[src/rtl/bilinear_texture_sampler_wrap_unit_assert.svh]
// Assertion macros for the sampler RTL.
// Included by the top level, which checks its own pipeline control.
`ifndef BILINEAR_TEXTURE_SAMPLER_WRAP_UNIT_ASSERT_SVH
`define BILINEAR_TEXTURE_SAMPLER_WRAP_UNIT_ASSERT_SVH
`ifndef SYNTHESIS
// same-cycle implication
`define BTSW_ASSERT_IMP(label, clk, rst, ante, cons) \
   label: assert property (@(posedge clk) disable iff (rst) (ante) |-> (cons)) \
      else $error("btsw assertion failed");
// next-cycle implication
`define BTSW_ASSERT_NEXT(label, clk, rst, ante, cons) \
   label: assert property (@(posedge clk) disable iff (rst) (ante) |=> (cons)) \
      else $error("btsw assertion failed");
`else
`define BTSW_ASSERT_IMP(label, clk, rst, ante, cons)
`define BTSW_ASSERT_NEXT(label, clk, rst, ante, cons)
`endif
`endif

[src/rtl/btsw_pkg.sv]
// Shared constants, types and helpers for the bilinear wrap sampler.
// No dependencies.
`timescale 1ns / 1ps
package btsw_pkg;
   localparam int MAX_SIDE   = 128;
   localparam int FRAC_W     = 16;
   localparam int CHAN_W     = 8;
   localparam int COORD_W    = 24;
   localparam int SIDE_W     = 8;
   localparam int IDX_W      = $clog2(MAX_SIDE);
   localparam int ADDR_W     = 2 * IDX_W;
   localparam int TEXEL_W    = 3 * CHAN_W;
   localparam int PX_W       = COORD_W + SIDE_W;
   localparam int IX_W       = PX_W - FRAC_W;
   localparam int N_W        = IX_W - 1 + SIDE_W;
   localparam int MOD_STEPS  = 4;
   localparam int MOD_STAGES = (N_W + MOD_STEPS - 1) / MOD_STEPS;
   localparam int NP_W       = MOD_STAGES * MOD_STEPS;
   localparam int COORD_LAT  = 2 + MOD_STAGES;
   localparam int WGT_W      = 2 * FRAC_W + 1;
   localparam int ACC_W      = WGT_W + CHAN_W;
   localparam int TAPS       = 4;

   // register indexes
   localparam logic REG_WIDTH  = 1'b0;
   localparam logic REG_HEIGHT = 1'b1;

   typedef logic [SIDE_W-1:0]         side_type;
   typedef logic [IDX_W-1:0]          idx_type;
   typedef logic [FRAC_W-1:0]         frac_type;
   typedef logic signed [COORD_W-1:0] coord_val_type;
   typedef logic [PX_W-1:0]           px_type;
   typedef logic signed [PX_W:0]      pxw_type;
   typedef logic signed [N_W:0]       nw_type;
   typedef logic [N_W-1:0]            n_type;
   typedef logic [NP_W-1:0]           num_type;
   typedef logic [SIDE_W-1:0]         rem_type;
   typedef logic [SIDE_W:0]           step_type;
   typedef logic [ADDR_W-1:0]         addr_type;
   typedef logic [ADDR_W:0]           addr_ext_type;
   typedef logic [FRAC_W:0]           wgt1_type;
   typedef logic [WGT_W-1:0]          wgt_type;
   typedef logic [2*FRAC_W+1:0]       wprod_type;
   typedef logic [ACC_W-1:0]          acc_type;
   typedef logic [CHAN_W-1:0]         chan_type;
   typedef logic [TEXEL_W-1:0]        texel_type;

   // wrapped texel pair and blend fraction of one axis
   typedef struct packed {
      frac_type frac;
      idx_type  lo;
      idx_type  hi;
   } coord_type;

   localparam px_type   HALF   = px_type'(1) << (FRAC_W - 1);
   localparam wgt1_type W_ONE  = wgt1_type'(1) << FRAC_W;
   localparam acc_type  RND    = acc_type'(1) << (2 * FRAC_W - 1);

   // zero means one texel, anything above the store side saturates
   function automatic side_type eff_side(input side_type r);
      side_type s;
      if (r == '0) begin
         s = side_type'(1);
      end else if (r > side_type'(MAX_SIDE)) begin
         s = side_type'(MAX_SIDE);
      end else begin
         s = r;
      end
      return s;
   endfunction
endpackage

[src/rtl/btsw_coord.sv]
// One axis: scale by side, add half, split, then repeat-wrap modulo side
// with a pipelined restoring remainder. Depends on btsw_pkg.
`timescale 1ns / 1ps
module btsw_coord (
   input  logic                   clock,
   input  logic                   en,
   input  btsw_pkg::side_type     side,
   input  btsw_pkg::coord_val_type coord_in,
   output btsw_pkg::coord_type    coord_out
);
   localparam int NS = btsw_pkg::MOD_STAGES;

   btsw_pkg::pxw_type  side_s, coord_s, prod;
   btsw_pkg::px_type   px_in, px_ff;
   btsw_pkg::nw_type   ix_s, off_s;
   btsw_pkg::n_type    n_in, n_ff;
   btsw_pkg::frac_type frac0_ff;
   btsw_pkg::rem_type  rem_in [NS];
   btsw_pkg::rem_type  rem_ff [NS];
   btsw_pkg::num_type  num_in [NS];
   btsw_pkg::num_type  num_ff [NS];
   btsw_pkg::frac_type frac_ff [NS];
   btsw_pkg::idx_type  hi, side_m1;

   // p = side * coord + half
   always_comb begin
      side_s  = btsw_pkg::pxw_type'(side);
      coord_s = btsw_pkg::pxw_type'(coord_in);
      prod    = side_s * coord_s;
      px_in   = btsw_pkg::px_type'(prod) + btsw_pkg::HALF;
   end

   // integer part biased by side << (IX_W-1) so the remainder input is non-negative
   always_comb begin
      ix_s  = btsw_pkg::nw_type'($signed(px_ff[btsw_pkg::PX_W-1:btsw_pkg::FRAC_W]));
      off_s = btsw_pkg::nw_type'({side, {(btsw_pkg::IX_W-1){1'b0}}});
      n_in  = btsw_pkg::n_type'(ix_s + off_s);
   end

   always_ff @(posedge clock) begin
      if (en) begin
         px_ff    <= px_in;
         n_ff     <= n_in;
         frac0_ff <= px_ff[btsw_pkg::FRAC_W-1:0];
      end
   end

   // remainder pipeline, MOD_STEPS bits per stage
   genvar k;
   for (k = 0; k < NS; k++) begin : g_mod
      btsw_pkg::rem_type  r_src;
      btsw_pkg::num_type  n_src;
      btsw_pkg::frac_type f_src;
      btsw_pkg::step_type t;
      if (k == 0) begin : g_first
         assign r_src = '0;
         assign n_src = btsw_pkg::num_type'(n_ff);
         assign f_src = frac0_ff;
      end else begin : g_next
         assign r_src = rem_ff[k-1];
         assign n_src = num_ff[k-1];
         assign f_src = frac_ff[k-1];
      end
      always_comb begin
         rem_in[k] = r_src;
         num_in[k] = n_src;
         t         = '0;
         for (int s = 0; s < btsw_pkg::MOD_STEPS; s++) begin
            t = {rem_in[k], num_in[k][btsw_pkg::NP_W-1]};
            num_in[k] = num_in[k] << 1;
            if (t >= btsw_pkg::step_type'(side)) begin
               t = t - btsw_pkg::step_type'(side);
            end
            rem_in[k] = btsw_pkg::rem_type'(t);
         end
      end
      always_ff @(posedge clock) begin
         if (en) begin
            rem_ff[k]  <= rem_in[k];
            num_ff[k]  <= num_in[k];
            frac_ff[k] <= f_src;
         end
      end
   end

   // neighbor below wraps to side-1
   always_comb begin
      hi      = btsw_pkg::idx_type'(rem_ff[NS-1]);
      side_m1 = btsw_pkg::idx_type'(side - btsw_pkg::side_type'(1));
      coord_out.frac = frac_ff[NS-1];
      coord_out.hi   = hi;
      coord_out.lo   = (hi == '0) ? side_m1 : hi - btsw_pkg::idx_type'(1);
   end
endmodule

[config.mk]
export PLATFORM = sky130hd
export DESIGN_NAME = btsw_coord
export DESIGN_NICKNAME = d
export VERILOG_FILES = /design/src/rtl/bilinear_texture_sampler_wrap_unit_assert.svh /design/src/rtl/btsw_pkg.sv /design/src/rtl/btsw_coord.sv
export SDC_FILE = /design/constraint.sdc
export NUM_CORES = 1
export LEC_CHECK = 0
export BUFFER_PORTS_ARGS = -buffer_cell sky130_fd_sc_hd__buf_4
export CAP_MARGIN = 25
export CORE_MARGIN = 4
export CORE_UTILIZATION = 60
export DETAILED_ROUTE_END_ITERATION = 10
export HOLD_SLACK_MARGIN = 0.15
export PLACE_DENSITY = 0.77
export SLEW_MARGIN = 5
export SYNTH_ARGS = -nofsm -noshare
export SYNTH_HDL_FRONTEND = slang
export SYNTH_SLANG_ARGS = --single-unit
[constraint.sdc]
create_clock -name clock -period 23.3 [get_ports clock]
set_clock_uncertainty 0.15 [all_clocks]
set_input_delay 1.165 -clock clock [delete_from_list [all_inputs] [get_ports clock]]
set_output_delay 1.165 -clock clock [all_outputs]
set_load 0.005 [all_outputs]
==> results of run 1 <==
## cells by family (layout without fill, tap and decap cells)
logic type,after synthesis,after routing,share of synthesized area [%]
flops,274,274,32.7
mux,76,76,3.33
xor+xnor,137,137,4.76
buf+inv,361,451,5.42
other cells,1,3,0.0149
simple gates,619,619,13.0
compound gates,497,497,13.2
fa+ha+maj,453,453,27.7
## flip-flops by register name (all words and copies together), names as in the netlist
name	flops
px_ff	32
n_ff	23
frac_ff	96
frac0_ff	16
num_ff	60
rem_ff	47
## synth_stat cells, types with 24 or more instances
master,n
nand4_1,33
inv_1,318
o21a_1,25
edfxtp_1,274
nor2_1,96
nor3_1,24
o21bai_1,24
and2_1,123
fa_1,173
a21oi_1,120
ha_1,280
a21o_1,51
mux2i_1,38
clkbuf_1,39
nand2_1,158
mux2_2,30
nor2b_1,40
xnor2_1,88
xor2_1,49
nand2b_1,29
o21ai_0,109
nand3_1,37
## routing by layer
metal,vias to the layer above,routed length [um]
met5,-,0
met4,0,1880
met3,111,3350
met2,588,27100
met1,8881,24000
li1,8683,-
## worst max-delay path, delay by kind of cell
family                   cells  cell delay, ns
AO/OA/AOI/OAI               18            4.26
buffers and inverters        6            1.39
multiplexers                 1            0.37
AND/OR/NAND/NOR             10            2.16
adder cells (fa/ha/maj)      4            1.33
## worst paths after layout
kind                                              from                      to  slack, ns  depth (start not counted)
worst max register to register  rem_ff[4][0]$_DFFE_PP_  rem_ff[5][3]$_DFFE_PP_      13.76                         34
worst max-delay path                           side[1]  rem_ff[2][4]$_DFFE_PP_      12.68                         39
worst min register to register     px_ff[19]$_DFFE_PP_       n_ff[3]$_DFFE_PP_       0.26                          0
worst min-delay path               px_ff[19]$_DFFE_PP_       n_ff[3]$_DFFE_PP_       0.26                          0
## metrics by stage
stage | setup WS [ns] | area [um2] | cells | util [%] | hold WS, ns
CTS | 12.61 | 27300 | 3041 | 66.1 | 0.262
global placement | 12.24 | 26300 | 2987 | 63.8 | 0.250
floorplan | 12.96 | 25200 | 2420 | - | 0.250
global route | 11.81 | 27300 | 3042 | 66.2 | 0.272
detailed placement | 12.06 | 26300 | 2987 | 63.8 | 0.255
finish | 12.68 | 27300 | 3042 | 66.2 | 0.255
## cell type report
cell class | instances | area, um2
fillers | 3137 | 13900
inverters | 318 | 1190
clock inverters | 24 | 235
multi-input cells | 1785 | 15600
repair buffers | 79 | 601
well taps | 532 | 666
flip-flops and latches | 274 | 8230
clock buffers | 30 | 729
==> out/summary.txt, run 1 <==
HPWL Detailed -> 41500 um
Gate Count Post-Synth -> 2418
Rel. slew slack -> 29.9%
critical path class -> in -> reg
setup_tns -> 0 ns
Final period util -> 45.6%
most common cell after layout, fill and taps aside -> inv_1
pin count of the biggest net entering global routing -> 146
met2 usage -> 43.5%
vias in the first global route -> 18600
RSZ-0062 raised after global routing -> no
clock latency on the worst-skew pair -> 0.58 ns
worst hold path class -> reg -> reg
WL/cell -> 18.5 um
hold-fix buffers at CTS -> 0
fmax -> 94.2 MHz
GRT Residual Overflow -> 0
Global Route Usage Sum -> 25.4%
top cells by area, synth -> edfxtp_1 (33%), ha_1 (14%), fa_1 (14%)
first-pass GRT wire length -> 93400 um
Die X -> 213 um
CP Launch Type -> input port
Req. time, crit path -> 23.43 ns
#FFs+latches synth -> 274
endpoints failing setup -> 0
Synth async-reset ratio -> 0%
Synth Warn # -> 0
post-CTS setup buffer count -> 0
layout cells sized above 1 -> 7.93%
mapped cell area -> 0.0252 mm2
DR vias -> 18300
DR iter-0 viols -> 1528
Boundary Pins -> 64
DIE AREA -> 0.0453 mm2
Post-synth EDFFs -> 274
post-synthesis cell type count -> 83
Vias/cell -> 6.00
initial antenna violation count -> 1
most used routing layer -> met2
CP max stage delay -> 0.55 ns
most frequent cells in the layout -> inv_1 (317), ha_1 (280), edfxtp_1 (274)
cts bufs inserted -> 29
Worst-path clk slew -> 0.06 ns
Root Buffer -> clkbuf_16
htree depth -> 1
critical path arrival -> 10.75 ns
crit end category -> register
met1 Use GR -> 34.3%
Max FO, Critical Path -> 33
Yosys top cell area share -> 32.7%
post-CTS resize count -> 0
die height -> 213 um
drt drc -> 0
register area share after synthesis -> 32.7%
area grow syn2layout -> 8.20%
met3 Resource Use GR -> 2.59%
Mapped Avg Cell Area -> 10.4 um2
ANT cells -> 0
CTS max path bufs -> 3
clock tree from TritonCTS -> done
ys flop type -> edfxtp_1
Clock Sinks -> 274
final net count -> 2974
Port Buffers -> 63
initial cell density of the core -> 61.1%
status -> finished clean
Critical-path top delay cell -> buf_4
post-route ant nets -> 0
endpoints failing hold -> 0
final WL -> 56300 um
gpl congestion -> 0.921
area of the core -> 0.0412 mm2
Synth area leader -> edfxtp_1
Period minus WS final -> 10.62 ns
Max Cap Violations -> 0
worst slew pin tran -> 1.05 ns
Std-Cell Rows -> 74
first-pass iteration count of the detailed router -> 5
Final Max Tran Viols -> 0
Power of run 1 is left out: the tool's default activity adds up to more than one toggle a clock period on the data nets, which glitch-free logic cannot reach.
==> run 2: changes to the inputs <==
Settings changed: CORE_UTILIZATION 60 to 59, PLACE_DENSITY 0.77 to 0.79.
Clock period 23.3 ns to 9.4 ns, I/O delays scaled along.
==> out/summary.txt, run 2 (synthesis results as in run 1) <==
most frequent cells in the layout -> inv_1 (317), ha_1 (277), edfxtp_1 (274)
worst hold margin -> 0.259 ns
design area -> 0.0277 mm2
Max FO, Critical Path -> 11
first-pass iteration count of the detailed router -> 7
pin count of the biggest net entering global routing -> 117
critical path arrival -> 9.03 ns
Most flops, register -> frac_ff
# fillers -> 3174
first-pass GRT wire length -> 94800 um
endpoints failing setup -> 0
gpl congestion -> 0.931
final WL -> 57700 um
Final period util -> 94.1%
Die X -> 215 um
cts bufs inserted -> 29
hold-fix buffers at CTS -> 0
DIE AREA -> 0.0461 mm2
most common cell after layout, fill and taps aside -> inv_1
Std-Cell Rows -> 75
crit end category -> register
Clock Sinks -> 274
Root Buffer -> clkbuf_16
Boundary Pins -> 64
htree depth -> 1
final net count -> 3019
Critical-path top delay cell -> a311o_1
critical path's most frequent cell -> ha_1
Port Buffers -> 63
fmax -> 113 MHz
setup_tns -> 0 ns
DR vias -> 18400
endpoints failing hold -> 0
CP delay by family, top -> compound AO/OA/AOI/OAI gates
worst hold path class -> reg -> reg
initial cell density of the core -> 59.9%
critical path class -> reg -> reg
cell area after placement -> 0.0267 mm2
max reg flops -> 96
status -> finished clean
Rel. slew slack -> 36.0%
layout cells sized above 1 -> 9.71%
Req. time, crit path -> 9.59 ns
biggest regs -> frac_ff (96), num_ff (60), rem_ff (47)
post-route ant nets -> 0
CP Launch Type -> register
GRT Residual Overflow -> 0
vias in the first global route -> 19000
CP Buf/Inv Count -> 2
Max Cap Violations -> 0
area of the core -> 0.0420 mm2
ANT cells -> 0
die height -> 215 um
area grow syn2layout -> 10.0%
Global Route Usage Sum -> 24.8%
Period minus WS final -> 8.85 ns
clock tree from TritonCTS -> done
clock latency on the worst-skew pair -> 0.58 ns
drt drc -> 0
initial antenna violation count -> 0
worst slew pin tran -> 0.960 ns
CTS max path bufs -> 3
HPWL Detailed -> 43400 um
DR iter-0 viols -> 1392
Vias/cell -> 5.94
WL/cell -> 18.6 um
Final Max Tran Viols -> 0
Worst-path clk slew -> 0.07 ns
CP max stage delay -> 0.55 ns
==> run 2: per-stage QoR <==
| stage | utilization, % | cells | setup slack [ns] |
|---|---|---|---|
| finish | 65.9 | 3094 | 0.554 |
| global route | 65.9 | 3094 | -0.0307 |
| CTS | 65.8 | 3089 | 0.424 |
| detailed placement | 63.4 | 3035 | 0.143 |
| global placement | 63.4 | 3035 | 0.446 |
| floorplan | - | 2420 | 0.00253 |
==> run 2: repair_timing <==
item	CTS	global route
buffers inserted	0	4
resized for setup	0	4
setup endpoints to repair	0	22
==> run 2: cell type report <==
| class | count | area [um2] | share of cell area [%] |
|---|---|---|---|
| multi-input cells | 1785 | 15700 | 56.5 |
| flip-flops and latches | 274 | 8230 | 29.7 |
| inverters | 318 | 1200 | 4.32 |
| repair buffers | 124 | 958 | 3.46 |
| clock buffers | 39 | 763 | 2.75 |
| well taps | 539 | 674 | 2.43 |
| clock inverters | 15 | 225 | 0.813 |
==> run 2: path summary, 6_finish.rpt <==
path                            slack, ns  cells past startpoint                        to                startpoint
worst min-delay path                 0.26                      0  frac_ff[1][13]$_DFFE_PP_  frac_ff[0][13]$_DFFE_PP_
worst max register to register       0.55                     30    rem_ff[4][3]$_DFFE_PP_    rem_ff[3][0]$_DFFE_PP_
worst max-delay path                 0.55                     30    rem_ff[4][3]$_DFFE_PP_    rem_ff[3][0]$_DFFE_PP_
worst min register to register       0.26                      0  frac_ff[1][13]$_DFFE_PP_  frac_ff[0][13]$_DFFE_PP_
==> run 2: routing by layer <==
layer / GRT usage (%) / up-vias / share of wire (%)
li1: - / 8765 / -
met1: 32.8 / 8920 / 43
met2: 42.9 / 557 / 48
met3: 3.00 / 138 / 5.6
met4: 8.15 / 0 / 3.5
met5: 0 / - / 0
Power of run 2 is left out for the same reason.
==> run 3: changes to the inputs <==
Settings changed: PLACE_DENSITY 0.79 to 0.86.
==> out/summary.txt, run 3 (synthesis results as in run 1) <==
status -> finished clean
worst hold path class -> reg -> reg
biggest regs -> frac_ff (96), num_ff (60), rem_ff (47)
initial antenna violation count -> 1
Reg area -> 0.00823 mm2
post-route ant nets -> 0
layout cells sized above 1 -> 9.79%
critical path class -> reg -> reg
Std-Cell Rows -> 75
DR vias -> 18900
pin count of the biggest net entering global routing -> 125
Critical-path top delay cell -> a311o_1
gpl congestion -> 0.889
worst slew pin tran -> 0.994 ns
crit end category -> register
Clock Sinks -> 274
GRT Residual Overflow -> 0
initial cell density of the core -> 59.9%
max reg flops -> 96
Root Buffer -> clkbuf_16
# fillers -> 3043
Boundary Pins -> 64
cts bufs inserted -> 29
endpoints failing hold -> 0
endpoints failing setup -> 0
most common cell after layout, fill and taps aside -> inv_1
first-pass iteration count of the detailed router -> 6
fmax -> 114 MHz
Max Cap Violations -> 0
final WL -> 60300 um
Vias/cell -> 6.11
HPWL Detailed -> 44700 um
Final period util -> 93.6%
Final Max Tran Viols -> 0
area grow syn2layout -> 9.73%
ANT cells -> 0
most frequent cells in the layout -> inv_1 (316), ha_1 (277), edfxtp_1 (274)
first-pass GRT wire length -> 99700 um
R2R depth -> 33
Worst-path clk slew -> 0.06 ns
DR iter-0 viols -> 1716
vias in the first global route -> 19800
CP max stage delay -> 0.54 ns
die height -> 215 um
Period minus WS final -> 8.80 ns
DIE AREA -> 0.0461 mm2
CTS max path bufs -> 3
Max FO, Critical Path -> 11
design area -> 0.0276 mm2
area of the core -> 0.0420 mm2
Most flops, register -> frac_ff
WL/cell -> 19.5 um
Port Buffers -> 63
clock latency on the worst-skew pair -> 0.56 ns
Die X -> 215 um
Rel. slew slack -> 33.8%
Global Route Usage Sum -> 26.1%
Hold Path Stages -> 0
final net count -> 3021
cell area after placement -> 0.0267 mm2
critical path arrival -> 8.95 ns
Multi-input gate area -> 0.0157 mm2
Req. time, crit path -> 9.55 ns
clock tree from TritonCTS -> done
drt drc -> 0
htree depth -> 1
CP Launch Type -> register
[run 3: final cells by class]
class                      instances  area share [%]
multi-input combinational       1785            56.6
sequential                       274            29.8
inverter                         318            4.35
timing repair buffer             126            3.57
clock buffer                      32            2.67
tap                              539            2.44
clock inverter                    19           0.570
[run 3: repair_timing]
action,in CTS,in global routing
endpoints found under the hold margin,1,0
hold buffers,1,0
resized for setup,0,3
endpoints found under the setup margin,0,23
buffers inserted,0,4
[run 3: path summary, 6_finish.rpt]
| kind | startpoint | endpoint | slack, ns |
|---|---|---|---|
| max reg2reg | rem_ff[3][0]$_DFFE_PP_ | rem_ff[4][4]$_DFFE_PP_ | 0.60 |
| max | rem_ff[3][0]$_DFFE_PP_ | rem_ff[4][4]$_DFFE_PP_ | 0.60 |
| min reg2reg | frac0_ff[6]$_DFFE_PP_ | frac_ff[0][6]$_DFFE_PP_ | 0.26 |
| min | frac0_ff[6]$_DFFE_PP_ | frac_ff[0][6]$_DFFE_PP_ | 0.26 |
[run 3: layer usage]
metal  global-route usage, %  up-vias  routed length, um
met3                    2.82      168               3780
met1                    33.7     9203              24400
met2                    45.8      741              30000
li1                        -     8780                  -
met5                       0        -                  7
met4                    9.62        2               2110
[run 3: per-stage QoR]
stage	cells	TNS [ns]	worst slack [ns]	util, %	hold WS (ns)
finish	3093	0	0.601	65.8	0.260
CTS	3088	0	0.476	65.6	0.235
floorplan	2420	0	0.00253	-	0.250
detailed placement	3036	-0.426	-0.0959	63.4	0.255
global route	3093	-0.00290	-0.00290	65.8	0.263
global placement	3035	0	0.0917	63.4	0.251
[run 3: worst max-delay path: cells and delay by family, from the launching register on]
family | cells | cell delay, ns
simple gates | 4 | 0.71
fa+ha+maj | 4 | 1.22
compound gates | 19 | 4.50
flops | 1 | 0.47
mux | 3 | 1.15
buf+inv | 3 | 0.35
Power of run 3 is left out for the same reason.
